==> config.mk <==
export PLATFORM = sky130hd
export DESIGN_NAME = c8i_ctrl
export DESIGN_NICKNAME = d
export VERILOG_FILES = /design/src/rtl/c8i_pkg.sv /design/src/rtl/c8i_ctrl.sv
export VERILOG_INCLUDE_DIRS = /design/src /design/src/rtl
export SDC_FILE = /design/constraint.sdc
export NUM_CORES = 1
export LEC_CHECK = 0
export ABC_CLOCK_PERIOD_IN_PS = 1700
export BUFFER_PORTS_ARGS = -buffer_cell sky130_fd_sc_hd__buf_2
export CAP_MARGIN = 30
export CORE_MARGIN = 2
export CORE_UTILIZATION = 47
export CTS_CLUSTER_DIAMETER = 200
export DETAILED_ROUTE_END_ITERATION = 6
export PLACE_DENSITY = 0.73
export SYNTH_ARGS = -nofsm -noshare
export SYNTH_HDL_FRONTEND = slang
export SYNTH_SLANG_ARGS = --single-unit
==> constraint.sdc <==
create_clock -name clock -period 1.7 [get_ports clock]
set_clock_uncertainty 0.15 [all_clocks]
set_input_delay 0.085 -clock clock [delete_from_list [all_inputs] [get_ports clock]]
set_output_delay 0.085 -clock clock [all_outputs]
set_load 0.01 [all_outputs]
==> src/rtl/chip8_interpreter_core_defines.svh <==
// assertion macros shared by the interpreter core modules
`ifndef CHIP8_INTERPRETER_CORE_DEFINES_SVH
`define CHIP8_INTERPRETER_CORE_DEFINES_SVH
`ifndef ASSERT_OFF
`define C8I_ASSERT_IMPL(lbl, clk, rst, pre, post) \
   lbl: assert property (@(posedge clk) disable iff (rst) (pre) |-> (post)) \
      else $error("implication check failed");
`define C8I_ASSERT_NEXT(lbl, clk, rst, pre, post) \
   lbl: assert property (@(posedge clk) disable iff (rst) (pre) |=> (post)) \
      else $error("next-cycle check failed");
`else
`define C8I_ASSERT_IMPL(lbl, clk, rst, pre, post)
`define C8I_ASSERT_NEXT(lbl, clk, rst, pre, post)
`endif
`endif

==> src/rtl/c8i_pkg.sv <==
// types, codes and constants of the interpreter core
`default_nettype none
package c8i_pkg;

   localparam int MEM_BYTES = 4096;
   localparam int MEM_AW    = 12;
   localparam int SCREEN_W  = 64;
   localparam int SCREEN_H  = 32;
   localparam int FONT_LEN  = 80;

   localparam logic [11:0] START_PC = 12'h200;

   localparam logic [2:0] REQ_LOAD = 3'd0;
   localparam logic [2:0] REQ_STEP = 3'd1;
   localparam logic [2:0] REQ_TICK = 3'd2;
   localparam logic [2:0] REQ_KEY  = 3'd3;
   localparam logic [2:0] REQ_ROW  = 3'd4;
   localparam logic [2:0] REQ_READ = 3'd5;

   localparam logic [1:0] STS_OK      = 2'd0;
   localparam logic [1:0] STS_UNKNOWN = 2'd1;
   localparam logic [1:0] STS_HALTED  = 2'd2;
   localparam logic [1:0] STS_FAULT   = 2'd3;

   localparam logic [11:0] NNN_CLS = 12'h0E0;
   localparam logic [11:0] NNN_RET = 12'h0EE;
   localparam logic [7:0]  KK_SKP  = 8'h9E;
   localparam logic [7:0]  KK_SKNP = 8'hA1;
   localparam logic [7:0]  KK_GDT  = 8'h07;
   localparam logic [7:0]  KK_SDT  = 8'h15;
   localparam logic [7:0]  KK_SST  = 8'h18;
   localparam logic [7:0]  KK_ADDI = 8'h1E;
   localparam logic [7:0]  KK_FONT = 8'h29;
   localparam logic [7:0]  KK_BCD  = 8'h33;
   localparam logic [7:0]  KK_STOR = 8'h55;
   localparam logic [7:0]  KK_LOAD = 8'h65;

   localparam logic [7:0] FONT [FONT_LEN] = '{
      8'hf0,8'h90,8'h90,8'h90,8'hf0, 8'h20,8'h60,8'h20,8'h20,8'h70,
      8'hf0,8'h10,8'hf0,8'h80,8'hf0, 8'hf0,8'h10,8'hf0,8'h10,8'hf0,
      8'h90,8'h90,8'hf0,8'h10,8'h10, 8'hf0,8'h80,8'hf0,8'h10,8'hf0,
      8'hf0,8'h80,8'hf0,8'h90,8'hf0, 8'hf0,8'h10,8'h20,8'h40,8'h40,
      8'hf0,8'h90,8'hf0,8'h90,8'hf0, 8'hf0,8'h90,8'hf0,8'h10,8'hf0,
      8'hf0,8'h90,8'hf0,8'h90,8'h90, 8'he0,8'h90,8'he0,8'h90,8'he0,
      8'hf0,8'h80,8'h80,8'h80,8'hf0, 8'he0,8'h90,8'h90,8'h90,8'he0,
      8'hf0,8'h80,8'hf0,8'h80,8'hf0, 8'hf0,8'h80,8'hf0,8'h80,8'h80
   };

   function automatic logic [7:0] font_byte(input logic [11:0] a);
      logic [7:0] b;
      b = 8'h00;
      if (a < 12'(FONT_LEN)) b = FONT[a[6:0]];
      return b;
   endfunction

   typedef enum logic [4:0] {
      ST_CLEAR, ST_IDLE, ST_LOAD, ST_TICK, ST_KEY, ST_ROW, ST_RD_ADDR, ST_RD_CAP,
      ST_REFUSE, ST_FETCH_HI, ST_FETCH_LO, ST_FETCH_OP, ST_READ_VY, ST_EXEC,
      ST_BCD, ST_STORE, ST_LV_ADDR, ST_LV_CAP, ST_DRAW_ADDR, ST_DRAW_ROW, ST_DONE
   } state_type;

   typedef enum logic [4:0] {
      DP_IDLE, DP_CLEAR, DP_CAPTURE, DP_LOAD, DP_TICK, DP_KEY, DP_ROW, DP_RD_ADDR,
      DP_RD_CAP, DP_REFUSE, DP_FETCH_HI, DP_FETCH_LO, DP_FETCH_OP, DP_READ_VY,
      DP_EXEC, DP_FAULT, DP_BCD, DP_STORE, DP_LV_ADDR, DP_LV_CAP, DP_DRAW_ADDR,
      DP_DRAW_ROW, DP_DRAW_END, DP_ISSUE
   } dp_op_type;

   typedef enum logic [2:0] {
      CLS_SIMPLE, CLS_UNKNOWN, CLS_FAULT, CLS_DRAW, CLS_BCD, CLS_STORE, CLS_LOADV
   } cls_type;

   typedef struct packed {
      dp_op_type op;
   } cmd_type;

   typedef struct packed {
      logic    clear_done;
      logic    halted;
      cls_type cls;
      logic    bcd_last;
      logic    xfer_last;
      logic    draw_more;
   } dp_status_type;

   typedef struct packed {
      logic [4:0]  row_index;
      logic [7:0]  random_byte;
      logic        key_down;
      logic [3:0]  key_index;
      logic [7:0]  data_byte;
      logic [11:0] addr;
   } req_item_type;

endpackage
`default_nettype wire

==> src/rtl/c8i_ctrl.sv <==
// request sequencer and result handshake of the interpreter core
`default_nettype none
`include "chip8_interpreter_core_defines.svh"
module c8i_ctrl import c8i_pkg::*; (
   input  wire logic          clock,
   input  wire logic          reset,
   input  wire logic          req_tvalid,
   output logic               req_tready,
   input  wire logic [2:0]    req_kind,
   output logic               rsp_tvalid,
   input  wire logic          rsp_tready,
   output cmd_type            cmd,
   input  wire dp_status_type dp_sts
);
   state_type state_ff, state_in;
   logic      rsp_valid_ff, rsp_valid_in;
   logic      out_free;

   assign out_free   = !rsp_valid_ff || rsp_tready;
   assign req_tready = (state_ff == ST_IDLE);
   assign rsp_tvalid = rsp_valid_ff;

   // next state
   always_comb begin
      state_in = state_ff;
      unique case (state_ff)
         ST_CLEAR: if (dp_sts.clear_done) state_in = ST_IDLE;
         ST_IDLE: begin
            if (req_tvalid) begin
               case (req_kind)
                  REQ_LOAD: state_in = ST_LOAD;
                  REQ_STEP: state_in = dp_sts.halted ? ST_REFUSE : ST_FETCH_HI;
                  REQ_TICK: state_in = ST_TICK;
                  REQ_KEY:  state_in = ST_KEY;
                  REQ_ROW:  state_in = ST_ROW;
                  REQ_READ: state_in = ST_RD_ADDR;
                  default:  state_in = ST_DONE;
               endcase
            end
         end
         ST_LOAD, ST_TICK, ST_KEY, ST_ROW, ST_RD_CAP, ST_REFUSE: state_in = ST_DONE;
         ST_RD_ADDR:  state_in = ST_RD_CAP;
         ST_FETCH_HI: state_in = ST_FETCH_LO;
         ST_FETCH_LO: state_in = ST_FETCH_OP;
         ST_FETCH_OP: state_in = ST_READ_VY;
         ST_READ_VY:  state_in = ST_EXEC;
         ST_EXEC: begin
            case (dp_sts.cls)
               CLS_DRAW:  state_in = ST_DRAW_ADDR;
               CLS_BCD:   state_in = ST_BCD;
               CLS_STORE: state_in = ST_STORE;
               CLS_LOADV: state_in = ST_LV_ADDR;
               default:   state_in = ST_DONE;
            endcase
         end
         ST_BCD:       if (dp_sts.bcd_last) state_in = ST_DONE;
         ST_STORE:     if (dp_sts.xfer_last) state_in = ST_DONE;
         ST_LV_ADDR:   state_in = ST_LV_CAP;
         ST_LV_CAP:    state_in = dp_sts.xfer_last ? ST_DONE : ST_LV_ADDR;
         ST_DRAW_ADDR: state_in = dp_sts.draw_more ? ST_DRAW_ROW : ST_DONE;
         ST_DRAW_ROW:  state_in = ST_DRAW_ADDR;
         ST_DONE:      if (out_free) state_in = ST_IDLE;
         default:      state_in = ST_IDLE;
      endcase
   end

   // datapath commands
   always_comb begin
      cmd.op = DP_IDLE;
      unique case (state_ff)
         ST_CLEAR:     cmd.op = DP_CLEAR;
         ST_IDLE:      if (req_tvalid) cmd.op = DP_CAPTURE;
         ST_LOAD:      cmd.op = DP_LOAD;
         ST_TICK:      cmd.op = DP_TICK;
         ST_KEY:       cmd.op = DP_KEY;
         ST_ROW:       cmd.op = DP_ROW;
         ST_RD_ADDR:   cmd.op = DP_RD_ADDR;
         ST_RD_CAP:    cmd.op = DP_RD_CAP;
         ST_REFUSE:    cmd.op = DP_REFUSE;
         ST_FETCH_HI:  cmd.op = DP_FETCH_HI;
         ST_FETCH_LO:  cmd.op = DP_FETCH_LO;
         ST_FETCH_OP:  cmd.op = DP_FETCH_OP;
         ST_READ_VY:   cmd.op = DP_READ_VY;
         ST_EXEC: begin
            cmd.op = (dp_sts.cls == CLS_UNKNOWN || dp_sts.cls == CLS_FAULT)
                     ? DP_FAULT : DP_EXEC;
         end
         ST_BCD:       cmd.op = DP_BCD;
         ST_STORE:     cmd.op = DP_STORE;
         ST_LV_ADDR:   cmd.op = DP_LV_ADDR;
         ST_LV_CAP:    cmd.op = DP_LV_CAP;
         ST_DRAW_ADDR: cmd.op = dp_sts.draw_more ? DP_DRAW_ADDR : DP_DRAW_END;
         ST_DRAW_ROW:  cmd.op = DP_DRAW_ROW;
         ST_DONE:      if (out_free) cmd.op = DP_ISSUE;
         default:      cmd.op = DP_IDLE;
      endcase
   end

   always_comb begin
      rsp_valid_in = rsp_valid_ff;
      if (cmd.op == DP_ISSUE) rsp_valid_in = 1'b1;
      else if (rsp_tready) rsp_valid_in = 1'b0;
   end

   always_ff @(posedge clock) begin
      if (reset) begin
         state_ff     <= ST_CLEAR;
         rsp_valid_ff <= 1'b0;
      end else begin
         state_ff     <= state_in;
         rsp_valid_ff <= rsp_valid_in;
      end
   end

   `C8I_ASSERT_IMPL(a_no_accept_in_clear, clock, reset, state_ff == ST_CLEAR, !req_tready)
   `C8I_ASSERT_NEXT(a_accept_starts_work, clock, reset, req_tvalid && req_tready,
                    state_ff != ST_IDLE)
   `C8I_ASSERT_IMPL(a_issue_into_free, clock, reset, cmd.op == DP_ISSUE, out_free)
endmodule
`default_nettype wire

==> run summary, run 1 <==
Synth async-reset ratio = 0
Mux share of post-synthesis cell area = 0.0448
Hold crit path type = input pin to register
Synthesized instance count = 136
CTS tree = built
PortBufs = 21
Nets = 189
Share of layout cells above drive strength 1 = 0.395
Via total after detailed routing = 1,187
Drt first pass iters = 4
Total power = 0.489 mW
Tcrit/Tclk final = 1.05
GP Congestion = 0.921
Synth cell types = 41
Synthesized net count = 151
Xor-xnor portion of the synthesized cell area = 0.0392
Most common cell after layout, fill and taps aside = buf_2
Max-slew violation count = 0
CP Launch Type = register
Global-route wire length before repair = 4420 µm
Cells after DPL = 191
N_diodes = 0
Crit-path max FO = 8
Failing checks = negative setup slack
Detailed Place HPWL = 2100 µm
RSZ-0062 raised after global routing = true
Synth-to-Final Area Change = 43.8%
Die ar. = 0.00227 mm²
Adder and majority gate portion of the synthesized area = 0
Actual slew at the worst max-slew pin = 444 ps
Die Ht = 47.6 µm
Required @ worst endpoint = 1460 ps
Worst rel slew slack = 0.697
Final Hold Vio Count = 0
Num rows = 15
Most frequent cells in the layout = buf_2 (21), buf_4 (19), nor2_1 (13)
Post-layout min period = 1780 ps
Largest net degree at the start of global routing = 17
CTS buffer count = 3
Initial antenna violation count = 0
Worst-Skew Late Latency = 250 ps
Clock sink count = 6
Core area = 0.00176 mm²
Htree depth = 1
Drt wl/cell = 15.2 µm
Simple-gate portion of the synthesized area = 0.396
Critical setup path kind = register to output port
Status = finished with violations
Worst path arrival time = 1550 ps
P_leak = 0.521 nW
Avg Cell Area, Syn = 6.58 µm²
Final core occ = 0.729
Post-Route WL = 2990 µm
CTS root buffer = clkbuf_4
Power Density = 380 mW/mm²
Peak VDD IR = 0.000292 V
Main combinational cell family by area after synthesis = simple AND/OR/NAND/NOR gates
DRT antenna net count = 0
Mapped cell area = 895 µm²
Initial Util = 0.507
DIE WIDTH = 47.6 µm
CTS Buffer Depth = 2
Sequential area share after synthesis = 0.134
Ys Warns = 0
Compound-gate portion of the synthesized area = 0.309
Vias in the first global route = 1,024
Post-synth EDFFs = 0
Total gr overflow = 0
Via density = 6.03
Post-Layout Cell Count = 197
Setup violations, final = 1
GR Util All Layers = 0.271
CP endpoint kind = output port
DR iter-0 viols = 43
Max_cap viols = 0
Final WS setup = -82.6 ps
F_max = 561 MHz
Clock Pin Slew Worst Setup and Hold Paths = 50 ps
Ys flop type = dfxtp_1
Count of state elements after synthesis = 6
DRC viols = 0
IO Count = 22
flip-flops by register name, summed over array words and instances, names as in the netlist:
register / count
rsp_tvalid: 1
state_ff: 5
power breakdown:
group / total (mW) / internal (mW) / switching, mW / leakage, nW
Sequential: 0.148 / 0.141 / 0.00651 / 0.0521
Combinational: 0.207 / 0.104 / 0.103 / 0.456
Clock: 0.135 / 0.0801 / 0.0545 / 0.0138
stage by stage:
step                      instance area (µm²)  setup TNS [ps]  hold WS (ps)  worst slack (ps)
final                                    1290           -82.6          82.3             -82.6
after global routing                     1290            -292          97.0              -144
after CTS                                1230               0          78.1              7.21
after global placement                   1130           -26.3           155             -18.2
after detailed placement                 1130           -58.3           164             -44.5
after floorplan                           895               0          4.07              83.8
layout make-up:
cell class / instances / area, µm²
multi-input combinational: 116 / 778
clock buffer: 3 / 22.5
fill: 144 / 478
tap: 25 / 31.3
inverter: 1 / 3.75
sequential: 6 / 136
timing repair buffer: 46 / 314
cell families after synthesis:
family | after synthesis
flip-flops | 6
AND/OR/NAND/NOR | 66
multiplexers | 4
XOR/XNOR | 4
AO/OA/AOI/OAI | 42
buffers and inverters | 14
worst paths after layout:
check	from	to	slack, ps	cells past startpoint
max	state_ff[2]	cmd[1]	-80	6
min	dp_sts[2]	state_ff[0]	80	4
max reg2reg	state_ff[2]	state_ff[0]	0	5
min reg2reg	state_ff[2]	state_ff[2]	440	2
cell usage after synthesis, drive strengths merged (2+ instances only):
| cell type | count | area (µm²) |
|---|---|---|
| a211o | 2 | 17.5 |
| a211oi | 2 | 15.0 |
| a21oi | 8 | 40.0 |
| a22oi | 2 | 15.0 |
| a31oi | 2 | 12.5 |
| a32oi | 2 | 17.5 |
| buf | 12 | 60.1 |
| dfxtp | 6 | 120 |
| mux2i | 4 | 40.0 |
| nand2 | 12 | 45.0 |
| nand2b | 7 | 43.8 |
| nand3 | 5 | 25.0 |
| nand3b | 5 | 37.5 |
| nand4 | 2 | 12.5 |
| nor2 | 15 | 56.3 |
| nor2b | 6 | 37.5 |
| nor3 | 4 | 20.0 |
| nor4 | 4 | 31.3 |
| o21ai | 16 | 83.8 |
| o32a | 2 | 20.0 |
| or2 | 2 | 12.5 |
| xnor2 | 3 | 26.3 |
worst max-delay path, stage by stage, from the launching register on:
cell and delay, ps:
dfxtp_4 380, buf_6 140, o21ai_0 240, a22oi_1 150, o32a_1 170, o21ai_0 60
buf_2 140
repair_timing:
action,in CTS,in global routing
setup endpoints to repair,7,8
resized for setup,17,13
hold buffers,1,0
setup buffers,3,0
hold endpoints to repair,2,0
pin swaps,2,4
routing by layer:
metal / vias up / global-route usage / wire length, µm
li1: 578 / - / -
met3: 6 / 0.0491 / 141
met2: 42 / 0.495 / 1490
met5: - / 0 / 0
met1: 561 / 0.320 / 1300
met4: 0 / 0.0865 / 52
(Power assumes the default switching activity.)
==> run 2: changes to the inputs <==
- ABC_AREA: unset -> 1
- CTS_CLUSTER_SIZE: unset -> 25
- PLACE_DENSITY: 0.73 -> 0.74
==> run summary, run 2 <==
Post-Route WL = 3440 µm
Setup slack after placement = 11.3 ps
Max-slew violation count = 0
Synthesized instance count = 164
Nets = 224
Num rows = 15
Actual slew at the worst max-slew pin = 319 ps
Worst R2R Setup Slack = 0 ps
P_leak = 0.670 nW
Synth top area share = 0.172
Detailed Place HPWL = 2080 µm
Via total after detailed routing = 1,340
Clock sink count = 6
Synth cell count leaders = nor2_1 (40), nand2_1 (36), inv_1 (19)
Clock Pin Slew Worst Setup and Hold Paths = 50 ps
Required @ worst endpoint = 1460 ps
Tcrit/Tclk final = 1.03
DIE WIDTH = 47.1 µm
Setup violations, final = 5
Post-layout min period = 1750 ps
Post-synth EDFFs = 0
Most common cell after layout, fill and taps aside = nor2_1
CTS root buffer = clkbuf_4
Worst-Skew Late Latency = 240 ps
Total gr overflow = 0
Die ar. = 0.00222 mm²
GR Util All Layers = 0.304
Most frequent cells in the layout = nor2_1 (31), nand2_1 (30), buf_2 (21)
Largest net degree at the start of global routing = 7
F_max = 571 MHz
Drt wl/cell = 14.8 µm
CP endpoint kind = output port
Final WS setup = -50.2 ps
Mapped cell area = 873 µm²
Synthesized net count = 179
Sequential area share after synthesis = 0.138
Drt first pass iters = 5
Switching share of power = 0.538
Critical setup path kind = register to output port
RSZ-0062 raised after global routing = true
Global-route wire length before repair = 4850 µm
Count of state elements after synthesis = 6
CP Launch Type = register
Sequential power share = 0.176
Ys Warns = 0
Ys flop type = dfxtp_1
Share of layout cells above drive strength 1 = 0.469
DRT antenna net count = 0
Synth-to-Final Area Change = 53.0%
DR iter-0 viols = 71
Status = finished with violations
Largest register FFs = 5
Final Hold Vio Count = 0
Most frequent cell after synthesis = nor2_1
GP Congestion = 0.949
Net Switching = 0.910 mW
Crit-path max FO = 6
Die Ht = 47.1 µm
Initial Util = 0.500
Synth cell types = 26
Peak VDD IR = 0.000868 V
Worst path arrival time = 1520 ps
Combinational power share = 0.749
Initial antenna violation count = 0
Hold crit path type = input pin to register
Fillcell total = 140
Htree depth = 1
CTS tree = built
Core area = 0.00175 mm²
Avg Cell Area, Syn = 5.33 µm²
Area leader, netlist = nor2_1
CTS buffer count = 3
DP Area = 0.00103 mm²
DRC viols = 0
Synth async-reset ratio = 0
Cell Int Power = 0.781 mW
IO Count = 22
Via density = 5.78
Design Area, Final = 0.00134 mm²
PortBufs = 21
Clock power share = 0.076
CTS Buffer Depth = 2
Power Density = 1270 mW/mm²
Vias in the first global route = 1,114
N_diodes = 0
Worst rel slew slack = 0.787
Max_cap viols = 0
Failing checks = negative setup slack
Synth top area cells = nor2_1 (17%), nand2_1 (15%), dfxtp_1 (14%), nand3_1 (8.6%), inv_1 (8.2%)
Biggest register = state_ff
run 2: changes by cell type in the layout (fill, tap and decap cells not counted), sizes merged, moves of 7 or more:
cell and delta:
nand2 +27, inv +26, nand2b -7, nor2 +32, nand3 +13, o21ai -9
run 2: timing repair:
action,CTS,global route
pin swaps,7,10
hold endpoints to repair,5,0
buffers inserted,10,5
cloned,0,0
gates resized for setup,33,20
hold buffers,1,0
setup endpoints to repair,5,10
run 2: through the flow:
stage               hold WS (ps)  utilization  setup TNS (ps)  power (mW)  std cells
detailed placement           172        0.591               0        1.20        213
global placement             170        0.591               0        1.20        213
floorplan                   4.07            -               0       0.932        164
CTS                         21.9        0.711           -51.8        1.53        227
finish                      66.1        0.766            -129        1.69        232
global route                 107        0.766            -706        1.81        232
run 2: cell type report:
| cell class | count | area (µm²) | area share |
|---|---|---|---|
| Multi-Input combinational cell | 131 | 769 | 0.576 |
| Timing Repair Buffer | 40 | 258 | 0.193 |
| Inverter | 27 | 116 | 0.0871 |
| Tap cell | 25 | 31.3 | 0.0234 |
| Clock buffer | 3 | 22.5 | 0.0169 |
| Sequential cell | 6 | 139 | 0.104 |
run 2: worst paths after layout:
| kind | cells after the start | startpoint | endpoint |
|---|---|---|---|
| max reg2reg | 10 | state_ff[0] | state_ff[1] |
| max | 8 | state_ff[4] | cmd[3] |
| min | 4 | rsp_tready | rsp_tvalid |
| min reg2reg | 2 | state_ff[2] | state_ff[2] |
run 2: logic make-up after synthesis:
| group | count (synthesis) | synth area share |
|---|---|---|
| AOI/OAI and AO/OA | 17 | 0.123 |
| buffers and inverters | 27 | 0.119 |
| DFF | 6 | 0.138 |
| and+or+nand+nor | 114 | 0.620 |
run 2: critical path: stages, from the launching register on:
cell and delay [ps]:
dfxtp_4 370, inv_8 90, nand3_2 150, nor2_1 220, nor2_1 110, nand2_2 100
inv_2 40, nand3_1 60, buf_2 130
run 2: power by group through the flow:
stage               logic (mW)  registers [mW]  clock network [mW]
floorplan                0.702           0.229                   0
global placement         0.963           0.239                   0
detailed placement       0.963           0.242                   0
CTS                       1.12           0.276               0.134
global route              1.37           0.302               0.139
finish                    1.27           0.297               0.128
run 2: per-layer routing:
layer | wire length, µm | up-vias | GRT usage
met2 | 1680 | 96 | 0.504
met5 | 0 | - | 0
li1 | - | 615 | -
met4 | 111 | 0 | 0.0944
met3 | 404 | 20 | 0.0346
met1 | 1240 | 609 | 0.412
==> run 3: changes to the inputs <==
- ABC_CLOCK_PERIOD_IN_PS: 1700 -> unset
- CELL_PAD_IN_SITES_DETAIL_PLACEMENT: unset -> 1
- CELL_PAD_IN_SITES_GLOBAL_PLACEMENT: unset -> 1
- CORE_UTILIZATION: 47 -> 31
==> run summary, run 3 (synthesized netlist as in run 2, its figures left out) <==
Failing checks = negative setup slack
P_leak = 0.708 nW
Setup slack after placement = -82.6 ps
PortBufs = 21
Drt wl/cell = 16.7 µm
GP Congestion = 0.907
Via density = 5.35
Cell Int Power = 0.855 mW
Required @ worst endpoint = 1460 ps
Combinational power share = 0.783
Max-slew violation count = 0
Vias in the first global route = 1,287
Status = finished with violations
Setup violations, final = 5
Drt first pass iters = 4
DRT antenna net count = 0
Share of layout cells above drive strength 1 = 0.479
Core area = 0.00271 mm²
Actual slew at the worst max-slew pin = 274 ps
Sequential power share = 0.149
Most frequent cells in the layout = nand2_1 (32), nor2_1 (28), buf_2 (21)
Met2 wire len = 2160 µm
CP endpoint kind = output port
Worst path arrival time = 1570 ps
Final WS setup = -101 ps
CTS root buffer = clkbuf_4
Biggest register = state_ff
Worst-Skew Late Latency = 230 ps
CTS tree = built
Largest register FFs = 5
DRC viols = 0
Max layer used = met4
Largest net degree at the start of global routing = 7
CP Launch Type = register
Detailed Place HPWL = 2680 µm
Final Hold Vio Count = 0
IO Count = 22
DIE WIDTH = 57.1 µm
Switching share of power = 0.534
Post-layout min period = 1800 ps
DR iter-0 viols = 41
Clock sink count = 6
Global-route wire length before repair = 5790 µm
Worst rel slew slack = 0.816
Met3 Routed Length = 143 µm
CTS buffer count = 3
Total power = 1.84 mW
Most common cell after layout, fill and taps aside = nand2_1
Htree depth = 1
Die Ht = 57.1 µm
Die ar. = 0.00326 mm²
RSZ-0062 raised after global routing = true
Critical setup path kind = register to output port
Hold crit path type = input pin to register
Initial Util = 0.322
CTS Buffer Depth = 2
Nets = 230
Num rows = 19
Total gr overflow = 0
N_diodes = 0
Net Switching = 0.981 mW
Max_cap viols = 0
Tcrit/Tclk final = 1.06
Clock Pin Slew Worst Setup and Hold Paths = 40 ps
Peak VDD IR = 0.000863 V
Post-Route WL = 4080 µm
Initial antenna violation count = 0
Crit-path max FO = 6
GR Util All Layers = 0.222
Clock power share = 0.067
Metal-1 WL = 1660 µm
Synth-to-Final Area Change = 62.3%
Power Density = 1290 mW/mm²
F_max = 555 MHz
Via total after detailed routing = 1,305
run 3: changes by cell type in the layout (fill, tap and decap cells not counted), moves of 2 or more:
cell / previous run / this run
nor2_2: 8 / 11
nand2_1: 30 / 32
nand3_1: 13 / 15
nand3_2: 3 / 1
nor2_1: 31 / 28
buf_6: 2 / 6
nand2_2: 7 / 4
buf_4: 16 / 18
inv_1: 15 / 17
run 3: path summary, 6_finish.rpt:
kind / from / end / slack, ps / cells after the start
worst max-delay path: state_ff[4] / cmd[0] / -100 / 8
worst min-delay path: dp_sts[2] / state_ff[1] / 100 / 6
worst max register to register: state_ff[0] / state_ff[0] / 10 / 10
worst min register to register: state_ff[2] / state_ff[2] / 410 / 2
run 3: per-stage QoR:
| stage | TNS [ps] | hold WS, ps | std cells | area, µm² | util |
|---|---|---|---|---|---|
| 2_1_floorplan | 0 | 4.07 | 164 | 873 | - |
| 3_3_place_gp | -62.5 | 175 | 220 | 1050 | 0.386 |
| 3_5_place_dp | -105 | 184 | 220 | 1050 | 0.386 |
| 4_1_cts | -259 | 91.4 | 229 | 1200 | 0.443 |
| 5_1_grt | -944 | 118 | 244 | 1420 | 0.523 |
| 6_report | -222 | 95.4 | 244 | 1420 | 0.523 |
run 3: cell type report:
class / count / area (µm²)
well taps: 31 / 38.8
fillers: 396 / 1290
clock buffers: 3 / 22.5
flip-flops and latches: 6 / 139
repair buffers: 46 / 318
multi-input cells: 131 / 786
inverters: 27 / 114
run 3: power groups by stage:
stage / clock (mW) / sequential [mW] / combinational [mW]
3_5_place_dp: 0 / 0.246 / 1.01
2_1_floorplan: 0 / 0.229 / 0.702
3_3_place_gp: 0 / 0.238 / 0.983
6_report: 0.124 / 0.274 / 1.44
5_1_grt: 0.142 / 0.280 / 1.55
4_1_cts: 0.131 / 0.264 / 1.13
run 3: per-layer routing:
layer	global-route usage	up-vias
li1	-	632
met1	0.276	625
met2	0.404	38
met3	0.00907	10
met4	0.0797	0
met5	0	-
run 3: timing repair:
item,4_1_cts,5_1_grt
setup buffers,5,15
resized for setup,27,31
pin swaps,7,14
endpoints found under the hold margin,5,0
hold buffers,1,0
cloned,0,0
setup endpoints to repair,7,10
run 3: worst max-delay path: stages, from the launching register on:
cell     delay (ps)
dfxtp_4         380
inv_8            50
nand3_4         110
buf_6           110
nor2_1           40
nor2_1          190
and3_4          220
nand4_1          80
buf_2           150
